$ cat src/rtl/core/ohlcv_pkg.sv
// Shared widths, reset values and configuration register indexes for the OHLCV bar aggregator.
`default_nettype none

package ohlcv_pkg;

    localparam int QTY_W    = 32;
    localparam int STAMP_W  = 63;
    localparam int VOLUME_W = 64;
    localparam int COUNT_W  = 32;
    localparam int TOTAL_W  = 64;
    localparam int ALPHA_W  = 16;
    localparam int CFG_W    = 63;

    localparam logic [STAMP_W-1:0] DURATION_RESET = 63'd1000000000;
    localparam logic [ALPHA_W-1:0] ALPHA_RESET    = 16'd6554;

    typedef enum logic [0:0] {
        CFG_BAR_DURATION = 1'b0,
        CFG_EMA_ALPHA    = 1'b1
    } t_cfg_idx;

endpackage

`default_nettype wire

$ cat src/rtl/core/ohlcv_bar_track.sv
// Running bar state: open, high, low, close, volume, tick count and bar close detection.
`default_nettype none

module ohlcv_bar_track #(
    parameter int PRICE_WIDTH = 48
) (
    input  wire logic                          i_clk,
    input  wire logic                          i_rst_n,
    input  wire logic                          i_step,
    input  wire logic [PRICE_WIDTH-1:0]        i_price,
    input  wire logic [ohlcv_pkg::QTY_W-1:0]   i_qty,
    input  wire logic [ohlcv_pkg::STAMP_W-1:0] i_stamp,
    input  wire logic [ohlcv_pkg::STAMP_W-1:0] i_duration,
    output logic                               o_done,
    output logic [PRICE_WIDTH-1:0]             o_open,
    output logic [PRICE_WIDTH-1:0]             o_high,
    output logic [PRICE_WIDTH-1:0]             o_low,
    output logic [PRICE_WIDTH-1:0]             o_close,
    output logic [ohlcv_pkg::VOLUME_W-1:0]     o_volume,
    output logic [ohlcv_pkg::COUNT_W-1:0]      o_ticks
);

    logic [PRICE_WIDTH-1:0]             r_open, r_high, r_low, r_close;
    logic [PRICE_WIDTH-1:0]             n_open, n_high, n_low, n_close;
    logic [ohlcv_pkg::VOLUME_W-1:0]     r_volume, n_volume;
    logic [ohlcv_pkg::COUNT_W-1:0]      r_count, n_count;
    logic [ohlcv_pkg::STAMP_W-1:0]      r_start, n_start;

    logic                               first;
    logic                               closing;
    logic                               restart;
    logic [ohlcv_pkg::STAMP_W-1:0]      dur;
    logic [ohlcv_pkg::STAMP_W-1:0]      elapsed;
    logic [PRICE_WIDTH-1:0]             base_high, base_low;
    logic [ohlcv_pkg::VOLUME_W-1:0]     base_volume;
    logic [ohlcv_pkg::COUNT_W-1:0]      base_count;
    logic [ohlcv_pkg::VOLUME_W:0]       volume_sum;

    always_comb begin
        first   = (r_count == '0);
        dur     = (i_duration == '0) ? ohlcv_pkg::STAMP_W'(1) : i_duration;
        elapsed = i_stamp - r_start;
        // A stamp earlier than the bar start never closes the bar.
        closing = !first && (i_stamp >= r_start) && (elapsed >= dur);
        restart = first || closing;

        base_high   = restart ? i_price : r_high;
        base_low    = restart ? i_price : r_low;
        base_volume = restart ? '0 : r_volume;
        base_count  = restart ? '0 : r_count;

        n_open  = restart ? i_price : r_open;
        n_high  = (i_price > base_high) ? i_price : base_high;
        n_low   = (i_price < base_low) ? i_price : base_low;
        n_close = i_price;
        n_start = restart ? i_stamp : r_start;

        volume_sum = {1'b0, base_volume} + (ohlcv_pkg::VOLUME_W + 1)'(i_qty);
        n_volume   = volume_sum[ohlcv_pkg::VOLUME_W] ? '1
                                                     : volume_sum[ohlcv_pkg::VOLUME_W-1:0];
        n_count    = (base_count == '1) ? base_count : base_count + 1'b1;

        // The closed bar is reported from the state as it stood before this tick.
        o_done   = closing;
        o_open   = closing ? r_open   : '0;
        o_high   = closing ? r_high   : '0;
        o_low    = closing ? r_low    : '0;
        o_close  = closing ? r_close  : '0;
        o_volume = closing ? r_volume : '0;
        o_ticks  = closing ? r_count  : '0;
    end

    always_ff @(posedge i_clk) begin
        if (!i_rst_n) begin
            r_open   <= '0;
            r_high   <= '0;
            r_low    <= '0;
            r_close  <= '0;
            r_volume <= '0;
            r_count  <= '0;
            r_start  <= '0;
        end else if (i_step) begin
            r_open   <= n_open;
            r_high   <= n_high;
            r_low    <= n_low;
            r_close  <= n_close;
            r_volume <= n_volume;
            r_count  <= n_count;
            r_start  <= n_start;
        end
    end

endmodule

`default_nettype wire

$ cat src/rtl/core/ohlcv_ema_unit.sv
// Exponential moving average of the price with a floored fixed point step and clamping.
`default_nettype none

module ohlcv_ema_unit #(
    parameter int PRICE_WIDTH     = 48,
    parameter int ALPHA_FRAC_BITS = 16
) (
    input  wire logic                          i_clk,
    input  wire logic                          i_rst_n,
    input  wire logic                          i_step,
    input  wire logic [PRICE_WIDTH-1:0]        i_price,
    input  wire logic [ohlcv_pkg::ALPHA_W-1:0] i_alpha,
    output logic [PRICE_WIDTH-1:0]             o_ema
);

    localparam int PROD_W = PRICE_WIDTH + ohlcv_pkg::ALPHA_W;
    localparam int EXT_W  = PROD_W + 1;

    logic                    r_valid;
    logic [PRICE_WIDTH-1:0]  r_ema, n_ema;

    logic                    rising;
    logic [PRICE_WIDTH-1:0]  diff;
    logic [PROD_W-1:0]       prod;
    logic [EXT_W-1:0]        ema_ext;
    logic [EXT_W-1:0]        step_dn;
    logic [EXT_W-1:0]        step_up;
    logic [EXT_W-1:0]        sum_up;

    always_comb begin
        rising  = (i_price >= r_ema);
        diff    = rising ? (i_price - r_ema) : (r_ema - i_price);
        prod    = PROD_W'(diff) * PROD_W'(i_alpha);
        ema_ext = EXT_W'(r_ema);
        // Upward steps round down, downward steps round up: together a floor.
        step_dn = EXT_W'(prod) >> ALPHA_FRAC_BITS;
        step_up = (EXT_W'(prod) + EXT_W'({ALPHA_FRAC_BITS{1'b1}})) >> ALPHA_FRAC_BITS;
        sum_up  = ema_ext + step_dn;

        if (!r_valid) begin
            n_ema = i_price;
        end else if (rising) begin
            n_ema = (sum_up > EXT_W'({PRICE_WIDTH{1'b1}})) ? '1
                                                           : sum_up[PRICE_WIDTH-1:0];
        end else begin
            n_ema = (step_up >= ema_ext) ? '0 : r_ema - step_up[PRICE_WIDTH-1:0];
        end
        o_ema = n_ema;
    end

    always_ff @(posedge i_clk) begin
        if (!i_rst_n) begin
            r_valid <= 1'b0;
            r_ema   <= '0;
        end else if (i_step) begin
            r_valid <= 1'b1;
            r_ema   <= n_ema;
        end
    end

endmodule

`default_nettype wire

$ cat src/rtl/core/ohlcv_bar_ema_aggregator.sv
// Top level of the OHLCV bar aggregator with moving average: streams, registers and counters.
`default_nettype none

// Each trade tick request carries a Q32.16 price, a quantity and a nanosecond stamp, and gives
// exactly one result request. A tick lands in an input register; once the output register is
// free, the bar and average state are updated from it and the result is loaded into the output
// register, from which it is presented. A new tick is taken every cycle while the output side
// keeps up. The rate is set by the combinational state update (bar compare and the
// price-difference by alpha multiply feeding the average). The first tick opens a bar; a
// later tick whose stamp is at least bar_duration after the bar start closes it, and the
// closed bar is reported with tuser set while the new bar starts with that tick. Every result
// also carries the updated average and the saturating count of all ticks seen. Configuration
// must be written only while no request is in flight; the block itself does not enforce it.
// A duration of zero behaves as one.
module ohlcv_bar_ema_aggregator #(
    parameter int PRICE_WIDTH     = 48,
    parameter int ALPHA_FRAC_BITS = 16,
    localparam int IN_BITS        = PRICE_WIDTH + ohlcv_pkg::QTY_W + ohlcv_pkg::STAMP_W,
    localparam int IN_TDATA_W     = ((IN_BITS + 7) / 8) * 8,
    localparam int OUT_BITS       = 5 * PRICE_WIDTH + ohlcv_pkg::VOLUME_W
                                    + ohlcv_pkg::COUNT_W + ohlcv_pkg::TOTAL_W,
    localparam int OUT_TDATA_W    = ((OUT_BITS + 7) / 8) * 8
) (
    input  wire logic                        i_clk,
    input  wire logic                        i_rst_n,
    // Configuration write port.
    input  wire logic                        i_cfg_wr_en,
    input  wire logic [0:0]                  i_cfg_addr,
    input  wire logic [ohlcv_pkg::CFG_W-1:0] i_cfg_wdata,
    // Tick stream in.
    input  wire logic                        i_s_axis_tvalid,
    output logic                             o_s_axis_tready,
    // Fields from bit 0 up: price, quantity, stamp_ns, zero padding.
    input  wire logic [IN_TDATA_W-1:0]       i_s_axis_tdata,
    // Result stream out.
    output logic                             o_m_axis_tvalid,
    input  wire logic                        i_m_axis_tready,
    // Fields from bit 0 up: bar_open, bar_high, bar_low, bar_close, bar_volume, bar_ticks,
    // ema_price, ticks_seen, zero padding.
    output logic [OUT_TDATA_W-1:0]           o_m_axis_tdata,
    // Fields from bit 0 up: bar_done.
    output logic [0:0]                       o_m_axis_tuser
);

    localparam int QTY_LSB   = PRICE_WIDTH;
    localparam int STAMP_LSB = PRICE_WIDTH + ohlcv_pkg::QTY_W;

    // Configuration registers.
    logic [ohlcv_pkg::STAMP_W-1:0] r_duration;
    logic [ohlcv_pkg::ALPHA_W-1:0] r_alpha;

    // Input register.
    logic                          r_in_valid;
    logic [PRICE_WIDTH-1:0]        r_in_price;
    logic [ohlcv_pkg::QTY_W-1:0]   r_in_qty;
    logic [ohlcv_pkg::STAMP_W-1:0] r_in_stamp;

    // Output register.
    logic                          r_out_valid;
    logic [OUT_BITS-1:0]           r_out_data;
    logic                          r_out_done;

    // Running total of ticks.
    logic [ohlcv_pkg::TOTAL_W-1:0] r_total, n_total;

    logic                          out_free;
    logic                          advance;
    logic                          in_take;

    logic                          bar_done;
    logic [PRICE_WIDTH-1:0]        bar_open, bar_high, bar_low, bar_close;
    logic [ohlcv_pkg::VOLUME_W-1:0] bar_volume;
    logic [ohlcv_pkg::COUNT_W-1:0] bar_ticks;
    logic [PRICE_WIDTH-1:0]        ema_price;

    // The output register frees up when it is empty or being drained this cycle; the
    // input register can then hand its tick over, which in turn lets a fresh tick in.
    always_comb begin
        out_free        = !r_out_valid || i_m_axis_tready;
        advance         = r_in_valid && out_free;
        o_s_axis_tready = !r_in_valid || out_free;
        in_take         = i_s_axis_tvalid && o_s_axis_tready;
        n_total         = (r_total == '1) ? r_total : r_total + 1'b1;
    end

    always_ff @(posedge i_clk) begin
        if (!i_rst_n) begin
            r_duration <= ohlcv_pkg::DURATION_RESET;
            r_alpha    <= ohlcv_pkg::ALPHA_RESET;
        end else if (i_cfg_wr_en) begin
            case (ohlcv_pkg::t_cfg_idx'(i_cfg_addr))
                ohlcv_pkg::CFG_BAR_DURATION: begin
                    r_duration <= i_cfg_wdata;
                end
                ohlcv_pkg::CFG_EMA_ALPHA: begin
                    r_alpha <= i_cfg_wdata[ohlcv_pkg::ALPHA_W-1:0];
                end
                default: begin
                    r_alpha <= r_alpha;
                end
            endcase
        end
    end

    always_ff @(posedge i_clk) begin
        if (!i_rst_n) begin
            r_in_valid <= 1'b0;
        end else if (in_take) begin
            r_in_valid <= 1'b1;
        end else if (advance) begin
            r_in_valid <= 1'b0;
        end
    end

    always_ff @(posedge i_clk) begin
        if (in_take) begin
            r_in_price <= i_s_axis_tdata[PRICE_WIDTH-1:0];
            r_in_qty   <= i_s_axis_tdata[QTY_LSB +: ohlcv_pkg::QTY_W];
            r_in_stamp <= i_s_axis_tdata[STAMP_LSB +: ohlcv_pkg::STAMP_W];
        end
    end

    ohlcv_bar_track #(
        .PRICE_WIDTH (PRICE_WIDTH)
    ) u_bar (
        .i_clk      (i_clk),
        .i_rst_n    (i_rst_n),
        .i_step     (advance),
        .i_price    (r_in_price),
        .i_qty      (r_in_qty),
        .i_stamp    (r_in_stamp),
        .i_duration (r_duration),
        .o_done     (bar_done),
        .o_open     (bar_open),
        .o_high     (bar_high),
        .o_low      (bar_low),
        .o_close    (bar_close),
        .o_volume   (bar_volume),
        .o_ticks    (bar_ticks)
    );

    ohlcv_ema_unit #(
        .PRICE_WIDTH     (PRICE_WIDTH),
        .ALPHA_FRAC_BITS (ALPHA_FRAC_BITS)
    ) u_ema (
        .i_clk   (i_clk),
        .i_rst_n (i_rst_n),
        .i_step  (advance),
        .i_price (r_in_price),
        .i_alpha (r_alpha),
        .o_ema   (ema_price)
    );

    // The tick total counts saturating and is reported including the current tick.
    always_ff @(posedge i_clk) begin
        if (!i_rst_n) begin
            r_total     <= '0;
            r_out_valid <= 1'b0;
        end else begin
            if (advance) begin
                r_total     <= n_total;
                r_out_valid <= 1'b1;
            end else if (i_m_axis_tready) begin
                r_out_valid <= 1'b0;
            end
        end
    end

    always_ff @(posedge i_clk) begin
        if (advance) begin
            r_out_done <= bar_done;
            r_out_data <= {n_total, ema_price, bar_ticks, bar_volume,
                           bar_close, bar_low, bar_high, bar_open};
        end
    end

    assign o_m_axis_tvalid = r_out_valid;
    assign o_m_axis_tdata  = OUT_TDATA_W'(r_out_data);
    assign o_m_axis_tuser  = r_out_done;

endmodule

`default_nettype wire

$ cat config.mk
export PLATFORM = sky130hd
export DESIGN_NAME = ohlcv_bar_ema_aggregator
export DESIGN_NICKNAME = d
export VERILOG_FILES = /design/src/rtl/core/ohlcv_pkg.sv /design/src/rtl/core/ohlcv_bar_track.sv /design/src/rtl/core/ohlcv_ema_unit.sv /design/src/rtl/core/ohlcv_bar_ema_aggregator.sv
export SDC_FILE = /design/constraint.sdc
export NUM_CORES = 2
export LEC_CHECK = 0
export ABC_AREA = 1
export BUFFER_PORTS_ARGS = -buffer_cell sky130_fd_sc_hd__buf_4
export CORE_ASPECT_RATIO = 0.9
export CORE_MARGIN = 1
export CORE_UTILIZATION = 33
export DETAILED_ROUTE_END_ITERATION = 8
export SKIP_CTS_REPAIR_TIMING = 1
export SYNTH_ARGS = -nofsm -noshare
export SYNTH_HDL_FRONTEND = slang
export SYNTH_SLANG_ARGS = --single-unit
$ cat constraint.sdc
create_clock -name i_clk -period 17.3 [get_ports i_clk]
set_input_delay 0.865 -clock i_clk [delete_from_list [all_inputs] [get_ports i_clk]]
set_output_delay 0.865 -clock i_clk [all_outputs]
set_load 0.02 [all_outputs]
[Word-level counts from Yosys, hierarchy flattened]
Index checks and enable logic that the tools add are counted.
Cells by class
  $add $sub $neg: 9
  multiply operators: 1
  div/mod/pow operators: 0
  order comparisons: 7
  eq/ne operators: 2
  shifts and indexed selects: 0
  multiplexer cells: 19
  bitwise logic cells: 1
  reduce and logical (&&, ||, !) cells: 17
Operators by type and width (count)
  $mux W48: 9
  $mux W64: 3
  $sub A48 B48 Y48: 3
  $ge A63 B63 Y1: 2
  $add A64 B16 Y65 const B: 1
  $add A64 B32 Y65: 1
  $gt A65 B48 Y1 const B: 1
  $add A64 B1 Y64 const B: 1
  $eq A64 B64 Y1 const B: 1
  $mul A48 B16 Y64: 1
  $mux W32: 2
  $logic_not A63 Y1: 1
  $mux W63: 1
  $sub A63 B63 Y63: 1
  $add A48 B48 Y49: 1
  $ge A49 B48 Y1: 1
  $ge A48 B48 Y1: 1
  $gt A48 B48 Y1: 1
  $lt A48 B48 Y1: 1
  $add A32 B1 Y32 const B: 1
  $eq A32 B32 Y1 const B: 1
  $logic_not A32 Y1: 1
  $reduce_and A2 Y1: 3
  $logic_and A1 B1 Y1: 4
  5 further kinds: 13
Storage, ports and cells
  bits in registers: 1089
  latch bits: 0
  bits in writable memories: 0
  bits in read-only memories: 0
  bits of input ports: 213
  logic and storage cells: 76
  memories kept: 0

[Longest topological paths before layout]
  depth in word-level cells: 8
  gate-level depth with buffers: 75

[Cells and area by module]
A second synthesis with hierarchy kept.
Second synthesis, totals
  cell total of the unflattened synthesis: 13058
  area, all modules: 95766.8 um^2
Modules (own cells, without submodules)
  ohlcv_ema_unit: times used 1, cells each 6995, area each 44555.2 um^2
  ohlcv_bar_track: times used 1, cells each 4308, area each 27263.6 um^2
  ohlcv_bar_ema_aggregator: times used 1, cells each 1755, area each 23948.0 um^2

[Least setup slack after synthesis]
No wires, ideal clock.
  path kind: input to register
  start: in i_m_axis_tready
  end: reg u_ema.r_ema[17]
  setup time: 0.579 ns
  arrival: 12.899 ns
  required time: 16.721 ns
  setup slack: 3.822 ns
  stages on the path: 7
  cell sequence: inv_1 -> nand2_1 -> nand2_1 -> inv_1 -> clkbuf_1 -> clkbuf_1 -> a21oi_1
Between the ends
  longest elaborated chain between the ends: 2
RTL lines
  start: declaration: RTL line ohlcv_bar_ema_aggregator.sv:37  | input wire logic i_m_axis_tready,
  $logic_or A1 B1 Y1: RTL line ohlcv_bar_ema_aggregator.sv:79  | out_free = !r_out_valid || i_m_axis_tready;
  $logic_and A1 B1 Y1: RTL line ohlcv_bar_ema_aggregator.sv:80  | advance = r_in_valid && out_free;
  via advance: RTL line ohlcv_bar_ema_aggregator.sv:67  | logic advance;
  end signal: assignment: RTL line ohlcv_ema_unit.sv:57  | r_ema <= n_ema;
  end: declaration: RTL line ohlcv_ema_unit.sv:20  | logic [PRICE_WIDTH-1:0] r_ema, n_ema;
The timed path passes the listed nets, and every way through them passes these cells.
A chain may end at the register's enable or synchronous reset.

[Worst setup path after layout]
  start: reg r_in_price[0]
  end: reg u_ema.r_ema[16]
Between the ends
  longest elaborated chain between the ends: 8
  elaborated cells between the ends (all ways): 14
  classes of those cells: add/sub (5); mul (1); order compare (3); mux (5)
RTL lines
  start: declaration: RTL line ohlcv_bar_ema_aggregator.sv:54  | logic [PRICE_WIDTH-1:0] r_in_price;
  start signal: assignment: RTL line ohlcv_bar_ema_aggregator.sv:117  | r_in_price <= i_s_axis_tdata[PRICE_WIDTH-1:0];
  $sub A48 B48 Y48 / $ge A48 B48 Y1 (equally long branches): RTL line ohlcv_ema_unit.sv:32, ohlcv_ema_unit.sv:31
  $mux W48: RTL line ohlcv_ema_unit.sv:32  | diff = rising ? (i_price - r_ema) : (r_ema - i_price);
  $mul A48 B16 Y64: RTL line ohlcv_ema_unit.sv:33  | prod = PROD_W'(diff) * PROD_W'(i_alpha);
  $add A64 B16 Y65 / $add A48 B48 Y49 (equally long branches): RTL line ohlcv_ema_unit.sv:37, ohlcv_ema_unit.sv:38
  $sub A48 B48 Y48, or another cell as far along: RTL line ohlcv_ema_unit.sv:46  | n_ema = (step_up >= ema_ext) ? '0 : r_ema - step_up[PRICE_WIDTH-1:0];
  $mux W48 (on tied branches): RTL line ohlcv_ema_unit.sv:46, ohlcv_ema_unit.sv:43
  $mux W48 (*): RTL line ohlcv_ema_unit.sv:42  | end else if (rising) begin
  $mux W48 (*): RTL line ohlcv_ema_unit.sv:40  | if (!r_valid) begin
Every way passes the cells marked *; elsewhere a longest branch is shown, timed or not.

==> results.py <==
metrics = {
    "clock_tree": {
        "cts_max_level": 3,
        "clock_latency_ns": 0.78,
        "cts_buffers": 113,
        "cts_root_buf": "clkbuf_16",
        "cts_tree": "built",
        "cts_sinks": 1089,
        "clock_path_buffers": 3,
        "path_clk_slew_ns": 0.07,
    },
    "routing": {
        "via_per_inst": 5.132,
        "drt_pass1_iterations": 6,
        "drt_iter0_drc": 8624,
        "postRouteAntennaNets": 0,
        "vias": 84938,
        "drc": 0,
        "drt-wirelength-per-cell_um": 21.27,
        "routed_wl_um": 352100,
    },
    "place": {
        "portBuffers": 614,
        "hpwl_um": 281400,
        "dp_cells": 16336,
        "place_congestion": 1.008,
        "dpl_cell_area_um2": 101500,
    },
    "synthesis": {
        "synth_edf_count": 544,
        "synth_top_area_share": 0.1758,
        "synth-xor-area-share": 0.04037,
        "synth_fa_ha_area_frac": 0.2251,
        "netlist_top_cells_area": "edfxtp_1, fa_1, dfxtp_1",
        "synth-simple-area-share": 0.1911,
        "synth_compound_area_frac": 0.1342,
        "syn_inst": 12302,
        "synth_area_um2": 92940,
        "synth-seq-cells": 1089,
        "postSynth.asyncResetShare": 0,
        "syn-num-nets": 13798,
        "yosys.area.top_type": "edfxtp_1",
        "muxShareOfSynthArea": 0.0006462,
        "synthFlopType": "dfxtp_1",
        "ys_types": 72,
        "syn_avg_cell_area_um2": 7.555,
        "ys_warn_count": 0,
        "synth_top_family_by_area": "adder cells",
        "yosysSeqAreaShare": 0.2931,
    },
    "timing": {
        "setup_viol_count_final": 0,
        "slew-limit-headroom": 0.1923,
        "maxSlewViolCount": 0,
        "max_freq_ghz": 0.06216,
        "skew_ns": 0.09339,
        "rsz0062_at_grt": "no",
        "fin_crit_sh": 0.9298,
        "fin_crit_ns": 16.09,
        "hold_viol_final": 0,
        "tightest_slew_ns": 1.210,
        "fin_setup_tns_ns": 0,
    },
    "worst_setup_path": {
        "worst_ep_arrival_time_ns": 16.76,
        "cp_num_buf_inv": 13,
        "crit_family": "simple AND/OR/NAND/NOR gates",
        "cp-start-kind": "flop",
        "critPathRequiredTime_ns": 17.97,
        "cpMostUsedCell": "nand2_1",
        "crit_fanout": 38,
        "cp_slowest_stage_delay_ns": 0.97,
        "ff2ff_setup_slack_ns": 1.21,
        "critPathCaptureType": "flop",
        "slowest_stage": "ha_1",
        "path_class": "reg2reg",
    },
    "final_layout": {
        "syn_to_final_growth_pct": 13.45,
        "final_cell_mix": "inv_1, nand2_1, nor2_1",
        "final_area_um2": 105400,
        "stdcell_count": 16552,
        "nets": 14227,
        "num-fill-cells": 29310,
        "post_route_cells_drive_above_1_share": 0.07911,
        "final_common_cell": "inv_1",
    },
    "job": {
        "maxCapViolCount": 0,
    },
    "global_route": {
        "grt_pass1_wl_um": 516700,
        "grt_start_max_net_pins": 196,
        "antenna_found_initial": 14,
        "grt_usage": 0.2408,
        "grt_pass1_vias": 80639,
        "globalRouteOverflowTotal": 0,
    },
    "die": {
        "dieArea_um2": 283800,
        "ioPinCount": 616,
        "die_h_um": 505.5,
        "die_x_um": 561.4,
        "core.rowCount": 184,
        "core-area_um2": 279700,
        "initial_core_util": 0.3323,
    },
    "run_status": {
        "status": "finished clean",
    },
    "worst_hold_path": {
        "hp-class": "in2reg",
    },
}
[synthesized netlist by cell type, drive strengths merged (5+ instances only)]
| cell type | instances |
|---|---|
| nand4 | 93 |
| mux2i | 6 |
| buf | 69 |
| and3 | 7 |
| xnor2 | 126 |
| edfxtp | 544 |
| a221oi | 5 |
| nand2 | 2203 |
| nor3 | 119 |
| inv | 2402 |
| a211oi | 42 |
| o21ai | 743 |
| or2 | 11 |
| nand3b | 13 |
| xor2 | 299 |
| o21bai | 19 |
| o211ai | 84 |
| nor2 | 1463 |
| nand3 | 377 |
| o311ai | 7 |
| fa | 648 |
| o31ai | 5 |
| dfxtp | 545 |
| clkbuf | 338 |
| ha | 635 |
| o221ai | 25 |
| nor4 | 68 |
| a21boi | 17 |
| a21oi | 1193 |
| o21a | 41 |
| a21o | 37 |
| a31oi | 69 |
| clkinv | 20 |
[state kept, by name, summed over array words and instances, names as in the netlist]
register         flops
r_in_valid           1
u_bar.r_start       63
u_bar.r_volume      64
o_m_axis_tdata     400
u_bar.r_open        48
o_m_axis_tuser       1
u_bar.r_low         48
r_total             64
r_alpha             16
r_in_qty            32
u_ema.r_ema         48
r_in_stamp          63
u_bar.r_close       48
o_m_axis_tvalid      1
u_ema.r_valid        1
r_duration          63
u_bar.r_count       32
u_bar.r_high        48
r_in_price          48
[cell families (layout without fill, tap and decap cells)]
group           count (synthesis)  after routing
compound gates               2306           2306
xor+xnor                      425            425
other cells                     0              1
buf+inv                      2829           3358
simple gates                 4364           4364
fa+ha+maj                    1283           1283
flops                        1089           1089
mux                             6              6
[routing by layer]
layer	global-route usage	share of wire	vias up
met3	0.03745	0.082	445
li1	-	-	39877
met4	0.06765	0.030	16
met5	0	0.00032	-
met2	0.3705	0.43	3544
met1	0.3469	0.46	41056
[final cells by class]
type	instances	area [µm²]	area share
Timing Repair Buffer	721	5483	0.05200
Clock inverter	69	824.5	0.007819
Multi-Input combinational cell	8384	55020	0.5218
Clock buffer	146	3102	0.02941
Sequential cell	1089	27250	0.2584
Inverter	2422	9115	0.08644
Antenna cell	1	2.502	0.00002373
Tap cell	3720	4654	0.04414
[per-stage QoR]
step	hold slack, ns	setup slack (ns)	utilization
global placement	0.4403	2.053	0.3629
global route	0.2142	0.9107	0.3770
detailed placement	0.4468	1.985	0.3629
CTS	0.1789	1.913	0.3770
floorplan	0.4321	3.822	-
finish	0.2541	1.214	0.3770
[worst paths after layout]
check,start,end,depth (start not counted)
max,r_in_price[0],u_ema.r_ema[16],60
min,i_s_axis_tdata[29],r_in_price[29],1
max reg2reg,r_in_price[0],u_ema.r_ema[16],60
min reg2reg,u_bar.r_close[10],u_bar.r_close[10],2
Power is not shown: default switching activity piles up to over one toggle a cycle in this logic, so the estimate is an artifact.
